--- src/rtl/bsfr_pkg.sv ---
// Shared types and constants for the byte-stuffed frame receiver.
`default_nettype none
package bsfr_pkg;

	localparam int unsigned REG_IDX_W = 2;
	localparam logic [REG_IDX_W-1:0] REG_START  = 2'd0;
	localparam logic [REG_IDX_W-1:0] REG_STOP   = 2'd1;
	localparam logic [REG_IDX_W-1:0] REG_ESCAPE = 2'd2;

	localparam int unsigned DESC_DEPTH = 2;
	localparam int unsigned OUT_DEPTH  = 4;
	localparam int unsigned OUT_CNT_W  = $clog2(OUT_DEPTH + 1);
	localparam int unsigned OUT_W      = 10;

	typedef struct packed {
		logic [7:0] start_byte;
		logic [7:0] stop_byte;
		logic [7:0] escape_byte;
	} cfg_t;

	typedef struct packed {
		logic valid;
		logic bank;
	} bank_rel_t;

endpackage
`default_nettype wire

--- src/rtl/bsfr_fifo.sv ---
// Small register-based first-in first-out queue.
`default_nettype none
module bsfr_fifo #(
	parameter int unsigned WIDTH = 8,
	parameter int unsigned DEPTH = 2
) (
	input  wire logic                       clk,
	input  wire logic                       arst_n,
	input  wire logic                       push,
	input  wire logic [WIDTH-1:0]           wr_data,
	input  wire logic                       pop,
	output logic [WIDTH-1:0]                rd_data,
	output logic                            full,
	output logic                            empty,
	output logic [$clog2(DEPTH+1)-1:0]      count
);
	localparam int unsigned PTR_W = (DEPTH > 1) ? $clog2(DEPTH) : 1;
	localparam int unsigned CNT_W = $clog2(DEPTH + 1);

	logic [WIDTH-1:0] store_q [DEPTH];
	logic [PTR_W-1:0] wr_ptr_q;
	logic [PTR_W-1:0] rd_ptr_q;
	logic [CNT_W-1:0] cnt_q;
	logic             do_push;
	logic             do_pop;

	assign full    = (cnt_q == CNT_W'(DEPTH));
	assign empty   = (cnt_q == '0);
	assign count   = cnt_q;
	assign rd_data = store_q[rd_ptr_q];
	assign do_push = push && !full;
	assign do_pop  = pop && !empty;

	always_ff @(posedge clk or negedge arst_n) begin
		if (!arst_n) begin
			wr_ptr_q <= '0;
			rd_ptr_q <= '0;
			cnt_q    <= '0;
		end else begin
			if (do_push) begin
				wr_ptr_q <= (wr_ptr_q == PTR_W'(DEPTH - 1)) ? '0 : wr_ptr_q + 1'b1;
			end
			if (do_pop) begin
				rd_ptr_q <= (rd_ptr_q == PTR_W'(DEPTH - 1)) ? '0 : rd_ptr_q + 1'b1;
			end
			if (do_push && !do_pop) begin
				cnt_q <= cnt_q + 1'b1;
			end else if (do_pop && !do_push) begin
				cnt_q <= cnt_q - 1'b1;
			end
		end
	end

	always_ff @(posedge clk) begin
		if (do_push) begin
			store_q[wr_ptr_q] <= wr_data;
		end
	end

endmodule
`default_nettype wire

--- src/rtl/bsfr_front.sv ---
// Front end: classifies received bytes, unescapes them and fills the frame banks.
`default_nettype none
module bsfr_front #(
	parameter int unsigned FRAME_BYTES = 32,
	parameter int unsigned CNT_W       = $clog2(FRAME_BYTES + 1),
	parameter int unsigned IDX_W       = (FRAME_BYTES > 1) ? $clog2(FRAME_BYTES) : 1
) (
	input  wire logic                  clk,
	input  wire logic                  arst_n,
	input  wire logic                  push,
	input  wire logic [7:0]            rx_byte,
	output logic                       full,
	input  wire bsfr_pkg::cfg_t        cfg,
	input  wire bsfr_pkg::bank_rel_t   rel,
	input  wire logic                  desc_full,
	output logic                       desc_push,
	output logic [CNT_W:0]             desc_data,
	output logic                       mem_we,
	output logic [IDX_W:0]             mem_addr,
	output logic [7:0]                 mem_data
);
	import bsfr_pkg::*;

	logic             in_frame_q;
	logic             armed_q;
	logic [CNT_W-1:0] count_q;
	logic             wr_bank_q;
	logic [1:0]       busy_q;
	logic             accept;
	logic             is_esc;
	logic             is_start;
	logic             is_stop;
	logic             is_data;
	logic [7:0]       data_byte;
	logic             at_limit;

	assign full      = busy_q[wr_bank_q] || desc_full;
	assign accept    = push && !full;
	assign is_esc    = (rx_byte == cfg.escape_byte);
	assign is_start  = !is_esc && (rx_byte == cfg.start_byte);
	assign is_stop   = !is_esc && !is_start && (rx_byte == cfg.stop_byte);
	assign is_data   = !is_esc && !is_start && !is_stop;
	assign data_byte = armed_q ? (rx_byte ^ cfg.escape_byte) : rx_byte;
	assign at_limit  = (count_q == CNT_W'(FRAME_BYTES));

	assign desc_push = accept && is_stop && in_frame_q;
	assign desc_data = {wr_bank_q, count_q};
	assign mem_we    = accept && is_data && in_frame_q && !at_limit;
	assign mem_addr  = {wr_bank_q, count_q[IDX_W-1:0]};
	assign mem_data  = data_byte;

	always_ff @(posedge clk or negedge arst_n) begin
		if (!arst_n) begin
			in_frame_q <= 1'b0;
			armed_q    <= 1'b0;
			count_q    <= '0;
			wr_bank_q  <= 1'b0;
			busy_q     <= '0;
		end else begin
			if (rel.valid) begin
				busy_q[rel.bank] <= 1'b0;
			end
			if (accept) begin
				if (is_esc) begin
					armed_q <= 1'b1;
				end else if (is_start) begin
					in_frame_q <= 1'b1;
					armed_q    <= 1'b0;
					count_q    <= '0;
				end else if (is_stop) begin
					if (in_frame_q && count_q != '0) begin
						busy_q[wr_bank_q] <= 1'b1;
						wr_bank_q         <= !wr_bank_q;
					end
					in_frame_q <= 1'b0;
					armed_q    <= 1'b0;
				end else begin
					armed_q <= 1'b0;
					if (in_frame_q) begin
						if (at_limit) begin
							in_frame_q <= 1'b0;
						end else begin
							count_q <= count_q + 1'b1;
						end
					end
				end
			end
		end
	end

endmodule
`default_nettype wire

--- src/rtl/bsfr_back.sv ---
// Back end: holds the two frame banks and drains completed frames as result words.
`default_nettype none
module bsfr_back #(
	parameter int unsigned FRAME_BYTES = 32,
	parameter int unsigned CNT_W       = $clog2(FRAME_BYTES + 1),
	parameter int unsigned IDX_W       = (FRAME_BYTES > 1) ? $clog2(FRAME_BYTES) : 1
) (
	input  wire logic                           clk,
	input  wire logic                           arst_n,
	input  wire logic                           mem_we,
	input  wire logic [IDX_W:0]                 mem_addr,
	input  wire logic [7:0]                     mem_data,
	input  wire logic                           desc_empty,
	input  wire logic [CNT_W:0]                 desc_data,
	output logic                                desc_pop,
	input  wire logic [bsfr_pkg::OUT_CNT_W-1:0] out_cnt,
	output logic                                out_push,
	output logic [bsfr_pkg::OUT_W-1:0]          out_data,
	output bsfr_pkg::bank_rel_t                 rel
);
	import bsfr_pkg::*;

	localparam int unsigned MEM_DEPTH = 2 ** (IDX_W + 1);

	logic [7:0]       mem [MEM_DEPTH];
	logic             active_q;
	logic             bank_q;
	logic [CNT_W-1:0] len_q;
	logic [CNT_W-1:0] idx_q;
	logic             valid_s1;
	logic             last_s1;
	logic             empty_s1;
	logic [7:0]       rd_data_s1;
	logic             room;
	logic             issue;
	logic             is_empty;
	logic             is_last;

	assign room     = (out_cnt + OUT_CNT_W'(valid_s1)) < OUT_CNT_W'(OUT_DEPTH);
	assign issue    = active_q && room;
	assign is_empty = (len_q == '0);
	assign is_last  = is_empty || ((idx_q + CNT_W'(1)) == len_q);
	assign desc_pop = !active_q && !desc_empty;

	assign rel.valid = issue && is_last && !is_empty;
	assign rel.bank  = bank_q;

	assign out_push = valid_s1;
	assign out_data = {(empty_s1 ? 8'h00 : rd_data_s1), last_s1, empty_s1};

	always_ff @(posedge clk or negedge arst_n) begin
		if (!arst_n) begin
			active_q <= 1'b0;
			valid_s1 <= 1'b0;
		end else begin
			valid_s1 <= issue;
			if (desc_pop) begin
				active_q <= 1'b1;
			end else if (issue && is_last) begin
				active_q <= 1'b0;
			end
		end
	end

	always_ff @(posedge clk) begin
		if (desc_pop) begin
			bank_q <= desc_data[CNT_W];
			len_q  <= desc_data[CNT_W-1:0];
			idx_q  <= '0;
		end else if (issue) begin
			idx_q <= idx_q + 1'b1;
		end
		if (issue) begin
			last_s1    <= is_last;
			empty_s1   <= is_empty;
			rd_data_s1 <= mem[{bank_q, idx_q[IDX_W-1:0]}];
		end
		if (mem_we) begin
			mem[mem_addr] <= mem_data;
		end
	end

endmodule
`default_nettype wire

--- src/rtl/byte_stuffed_frame_receiver.sv ---
// Top level of the byte-stuffed frame receiver with its register port.
// Received bytes are taken one per cycle while full is low and unescaped into one of two
// frame banks of FRAME_BYTES bytes each; a stop byte hands the filled bank to the drain
// side, which presents the frame's bytes as result words, one per cycle as long as the
// output queue has room, as the next frame fills the other bank. The input side raises
// full only when the bank it would fill next still waits to be drained, or the two-entry
// frame queue between the sides is full, so a frame stalls input only if it ends before
// the frame ahead of it has been read out. An empty frame yields one word with
// empty_frame set. A four-word output queue decouples the drain from pop.
`default_nettype none
module byte_stuffed_frame_receiver #(
	parameter int unsigned FRAME_BYTES = 32
) (
	input  wire logic        clk,
	input  wire logic        arst_n,
	input  wire logic        psel,
	input  wire logic        penable,
	input  wire logic        pwrite,
	input  wire logic [3:0]  paddr,
	input  wire logic [31:0] pwdata,
	output logic [31:0]      prdata,
	output logic             pready,
	input  wire logic        push,
	input  wire logic [7:0]  rx_byte,
	output logic             full,
	output logic             empty,
	input  wire logic        pop,
	output logic [7:0]       payload_byte,
	output logic             last_byte,
	output logic             empty_frame
);
	import bsfr_pkg::*;

	localparam int unsigned CNT_W = $clog2(FRAME_BYTES + 1);
	localparam int unsigned IDX_W = (FRAME_BYTES > 1) ? $clog2(FRAME_BYTES) : 1;

	cfg_t                 cfg_q;
	bank_rel_t            rel;
	logic                 desc_push;
	logic                 desc_pop;
	logic                 desc_full;
	logic                 desc_empty;
	logic [CNT_W:0]       desc_wr;
	logic [CNT_W:0]       desc_rd;
	logic [$clog2(DESC_DEPTH+1)-1:0] desc_cnt;
	logic                 mem_we;
	logic [IDX_W:0]       mem_addr;
	logic [7:0]           mem_data;
	logic                 out_push;
	logic [OUT_W-1:0]     out_wr;
	logic [OUT_W-1:0]     out_rd;
	logic                 out_full;
	logic [OUT_CNT_W-1:0] out_cnt;
	logic                 cfg_wr;

	assign pready = 1'b1;
	assign cfg_wr = psel && penable && pwrite && pready;

	always_ff @(posedge clk or negedge arst_n) begin
		if (!arst_n) begin
			cfg_q.start_byte  <= 8'd126;
			cfg_q.stop_byte   <= 8'd127;
			cfg_q.escape_byte <= 8'd125;
		end else if (cfg_wr) begin
			unique case (paddr[3:2])
				REG_START:  cfg_q.start_byte  <= pwdata[7:0];
				REG_STOP:   cfg_q.stop_byte   <= pwdata[7:0];
				REG_ESCAPE: cfg_q.escape_byte <= pwdata[7:0];
				default: ;
			endcase
		end
	end

	always_comb begin
		unique case (paddr[3:2])
			REG_START:  prdata = {24'd0, cfg_q.start_byte};
			REG_STOP:   prdata = {24'd0, cfg_q.stop_byte};
			REG_ESCAPE: prdata = {24'd0, cfg_q.escape_byte};
			default:    prdata = 32'd0;
		endcase
	end

	bsfr_front #(
		.FRAME_BYTES(FRAME_BYTES)
	) u_front (
		.clk       (clk),
		.arst_n    (arst_n),
		.push      (push),
		.rx_byte   (rx_byte),
		.full      (full),
		.cfg       (cfg_q),
		.rel       (rel),
		.desc_full (desc_full),
		.desc_push (desc_push),
		.desc_data (desc_wr),
		.mem_we    (mem_we),
		.mem_addr  (mem_addr),
		.mem_data  (mem_data)
	);

	bsfr_fifo #(
		.WIDTH(CNT_W + 1),
		.DEPTH(DESC_DEPTH)
	) u_desc_q (
		.clk     (clk),
		.arst_n  (arst_n),
		.push    (desc_push),
		.wr_data (desc_wr),
		.pop     (desc_pop),
		.rd_data (desc_rd),
		.full    (desc_full),
		.empty   (desc_empty),
		.count   (desc_cnt)
	);

	bsfr_back #(
		.FRAME_BYTES(FRAME_BYTES)
	) u_back (
		.clk        (clk),
		.arst_n     (arst_n),
		.mem_we     (mem_we),
		.mem_addr   (mem_addr),
		.mem_data   (mem_data),
		.desc_empty (desc_empty),
		.desc_data  (desc_rd),
		.desc_pop   (desc_pop),
		.out_cnt    (out_cnt),
		.out_push   (out_push),
		.out_data   (out_wr),
		.rel        (rel)
	);

	bsfr_fifo #(
		.WIDTH(OUT_W),
		.DEPTH(OUT_DEPTH)
	) u_out_q (
		.clk     (clk),
		.arst_n  (arst_n),
		.push    (out_push),
		.wr_data (out_wr),
		.pop     (pop),
		.rd_data (out_rd),
		.full    (out_full),
		.empty   (empty),
		.count   (out_cnt)
	);

	assign payload_byte = out_rd[OUT_W-1:2];
	assign last_byte    = out_rd[1];
	assign empty_frame  = out_rd[0];

	a_out_no_overflow: assert property (@(posedge clk) disable iff (!arst_n)
		out_push |-> !out_full)
		else $error("result word pushed into a full output queue");

	a_desc_no_overflow: assert property (@(posedge clk) disable iff (!arst_n)
		desc_push |-> (!desc_full && desc_cnt < 2'(DESC_DEPTH)))
		else $error("frame handed over while the frame queue is full");

	a_empty_marker_last: assert property (@(posedge clk) disable iff (!arst_n)
		(!empty && empty_frame) |-> (last_byte && payload_byte == 8'h00))
		else $error("empty-frame word without last mark or with nonzero data");

endmodule
`default_nettype wire
--- config.mk ---
export PLATFORM = sky130hd
export DESIGN_NAME = byte_stuffed_frame_receiver
export DESIGN_NICKNAME = d
export VERILOG_FILES = /design/src/rtl/bsfr_pkg.sv /design/src/rtl/bsfr_fifo.sv /design/src/rtl/bsfr_front.sv /design/src/rtl/bsfr_back.sv /design/src/rtl/byte_stuffed_frame_receiver.sv
export SDC_FILE = /design/constraint.sdc
export NUM_CORES = 1
export LEC_CHECK = 0
export CAP_MARGIN = 20
export CORE_UTILIZATION = 35
export CTS_BUF_LIST = sky130_fd_sc_hd__clkbuf_16
export CTS_CLUSTER_DIAMETER = 200
export CTS_CLUSTER_SIZE = 24
export DETAILED_ROUTE_END_ITERATION = 7
export DONT_BUFFER_PORTS = 1
export GPL_TIMING_DRIVEN = 0
export PLACE_DENSITY = 0.56
export SYNTH_ARGS = -nofsm -noshare
export SYNTH_HDL_FRONTEND = slang
export SYNTH_SLANG_ARGS = --single-unit
--- constraint.sdc ---
create_clock -name clk -period 3.4 [get_ports clk]
set_input_delay 0.68 -clock clk [delete_from_list [all_inputs] [get_ports clk]]
set_output_delay 0.68 -clock clk [all_outputs]
set_load 0.02 [all_outputs]
==> flow_summary.yaml <==
run_status:
  outcome: "complete, but fails checks"
  violations: "DRC"
power:
  p_per_area_mw_per_mm2: 680.0
  p_int_mw: 13.31
  cellLeakagePower_nw: 9.458
  switchingPower_mw: 6.440
  p_clk_frac: 0.205
  vdd_drop_max_v: 0.0004261
  power_frac_seq: 0.477
  p_sw_frac: 0.3261
  p_comb_frac: 0.318
  finalPower_mw: 19.75
floorplan:
  die_h_um: 275.1
  dieArea_sq_mm: 0.07570
  rows: 99
  start_util: 0.3561
  die_w_um: 275.1
  core_sq_mm: 0.07333
  io_pins: 96
timing:
  finalHoldViolations: 0
  fmax_mhz: 298.7
  slew_violations: 0
  fin_skew_ns: 0.03760
  rsz0062_at_grt: "yes"
  slew_headroom: 0.03474
  worst_slew_pin_slew_ns: 1.448
  setup_viol: 0
  finalCritPeriodShare: 0.9845
  period_needed_ns: 3.347
  hold_slack_ns: 0.1860
placed_design:
  port_buffers: 0
  dp_hpwl_mm: 44.79
  dpl.cell_count: 2386
  gp_congestion: 0.8608
worst_setup_path:
  cp-end-kind: "register"
  cpLargestDelayFamily: "buffers and inverters"
  worstPathRequired_ns: 3.72
  critical_path.max_stage_delay_ns: 0.66
  cp_num_buf_inv: 3
  r2r_cells: 8
  timing.rr.end: "u_back.rd_data_s1[2]$_DFFE_PP_"
  worstSetupPathType: "register to register"
  worstPathArrival_ns: 3.67
  cp.depth: 8
  path_max_fanout: 10
  rrSetupSlack_ns: 0.05
  setup.worst_path.end: "u_back.rd_data_s1[2]$_DFFE_PP_"
  crit_chain: "buf_2, buf_2, clkbuf_1, nand3b_1, o22ai_1, nor3_1, nand3_1, o21ai_1"
  crit_top_cell: "buf_2"
  cp-start-kind: "register"
  r2r_start: "u_back.idx_q[1]$_SDFFE_PP0P_"
  critical_path.startpoint: "u_back.idx_q[1]$_SDFFE_PP0P_"
  crit_path_top_delay_cell: "clkbuf_1"
global_route:
  grt_pass1_vias: 13390
  overflow: 0
  grt_start_max_net_pins: 49
  grt_use_total: 0.1710
  grt_pass1_wl_mm: 93.99
  antenna_found_initial: 1
hold_path:
  min_path_type: "input pin to register"
  holdPathStages: 1
detailed_routing:
  first_iter_violations: 1359
  drc_errors: 9
  wirelength_mm: 64.08
  dr.pass1.iters: 7
  via_per_inst: 5.412
  antenna_left: 0
  wl_per_cell_um: 26.36
  via_count: 13160
cells_and_area:
  fin_cells: 2431
  regArea_sq_mm: 0.01885
  diodes: 0
  fin_nets: 1522
  final_common_cell: "edfxtp_1"
  syn2layout_area_growth_pct: 11.25
  nFillCells: 6572
  layout_common_cells: "edfxtp_1, mux4_2, nand2_1"
  fin_util: 0.3961
  layout-drive-gt1-share: 0.2779
  multi_input_area_sq_mm: 0.007023
logic_synthesis:
  syn_avg_cell_area_sq_um: 19.04
  syn_inst: 1371
  synth_seq_cells: 637
  synth_ff_type: "edfxtp_1"
  ys_warn_count: 0
  synth_area_sq_mm: 0.02611
  ys_types: 62
  synth_edf_count: 583
  async_reset_ff_frac: 0.07535
  ys_seq_area_frac: 0.7220
flow_run:
  maxCapViolCount: 0
cts:
  cts_sinks: 637
  cts_buffer_depth: 3
  cts_tree: "built"
  h-tree-depth: 1
  clock_latency_ns: 0.64
  root_buffer: "clkbuf_16"
  clk_pin_slew_ns: 0.10
  numCtsBuffers: 30
## cell type report
type	count	area share
repair buffers	35	0.01581
multi-input cells	639	0.2418
clock inverters	13	0.002111
plain buffers	106	0.02184
well taps	959	0.04131
clock buffers	31	0.02671
inverters	11	0.001421
flip-flops and latches	637	0.6490
## per-layer routing
layer | wire, um | global-route usage | part of all wire
met1 | 27740 | 0.2408 | 0.43
met2 | 31260 | 0.2829 | 0.49
met3 | 3719 | 0.02042 | 0.058
met4 | 1351 | 0.04085 | 0.021
met5 | 0 | 0 | 0
## repair_timing
item	CTS	global route
resized for setup	10	53
setup buffers	0	0
hold buffers	2	0
endpoints found under the setup margin	77	432
pin swaps	0	1
endpoints found under the hold margin	48	0
## flip-flops by register name, indices dropped and copies added, names as in the netlist, 6 cells and up
| name | count |
|---|---|
| cfg_q | 24 |
| u_back.idx_q | 6 |
| u_back.len_q | 6 |
| u_back.mem | 512 |
| u_back.rd_data_s1 | 8 |
| u_desc_q.store_q | 14 |
| u_front.count_q | 6 |
| u_out_q.store_q | 40 |
## stage by stage
stage	cell area (sq um)	setup WS, ns	setup TNS [ns]
detailed placement	27890	-0.1126	-2.620
floorplan	26200	0.2759	0
global route	29050	-0.05683	-1.703
finish	29050	0.05254	0
CTS	28790	-0.1242	-2.878
global placement	27400	-2.633	-1143.69
## synthesized netlist by cell type (4+ instances only)
cell type    n  share of area
a211oi_1    12         0.0035
and2_1       5         0.0012
buf_1       13         0.0019
buf_2       21         0.0040
buf_4       31         0.0089
buf_6       11         0.0047
clkbuf_1    31         0.0045
dfrtp_1     29          0.028
dfstp_2     19          0.019
dfxtp_1      6         0.0046
edfxtp_1   583           0.67
ha_1        10         0.0048
inv_1       11         0.0016
mux2_2      36          0.016
mux2i_1     27          0.010
mux4_2     138           0.12
nand2_1     45         0.0065
nand2b_1     8         0.0019
nand3_1     13         0.0025
nand3b_1     4         0.0012
nand4_1      5         0.0012
nor2_1      42         0.0060
nor2b_1     17         0.0041
nor3_1      16         0.0031
nor3_2      50          0.019
nor4_1       8         0.0019
o21ai_0     30         0.0058
o21ai_1     12         0.0023
o221ai_1     5         0.0017
o22ai_1     25         0.0060
or2_2        4        0.00096
or3b_2       4         0.0013
xnor2_1     23         0.0077
xor2_1      30          0.010
## logic make-up (layout without fill, tap and decap cells)
group	after synthesis	after routing	share of synthesized area
compound gates	114	114	0.02842
xor+xnor	53	53	0.01778
fa+ha+maj	11	11	0.005559
buf+inv	118	196	0.02559
flops	637	637	0.7220
mux	201	201	0.1449
other cells	2	25	0.0002876
simple gates	235	235	0.05544
## power by group through the flow
stage | clock, mW | combinational (mW) | sequential, mW
2_1_floorplan | 0 | 4.20 | 9.52
3_3_place_gp | 0 | 6.09 | 9.61
3_5_place_dp | 0 | 6.24 | 9.60
4_1_cts | 4.13 | 6.28 | 9.43
5_1_grt | 4.36 | 6.67 | 9.48
6_report | 4.05 | 6.28 | 9.42
## how the worst min path moves through the flow
stage          startpoint                    end  slack, ns
6_report        pwdata[5]  cfg_q[13]$_DFFE_PN1P_       0.19
3_5_place_dp       arst_n   cfg_q[1]$_DFFE_PN0P_       0.39
4_1_cts         pwdata[3]  cfg_q[11]$_DFFE_PN1P_       0.16
3_3_place_gp       arst_n   cfg_q[1]$_DFFE_PN0P_       0.39
2_1_floorplan      arst_n  cfg_q[15]$_DFFE_PN0P_       0.38
5_1_grt         pwdata[2]   cfg_q[2]$_DFFE_PN1P_       0.17
(Power assumes the default switching activity.)
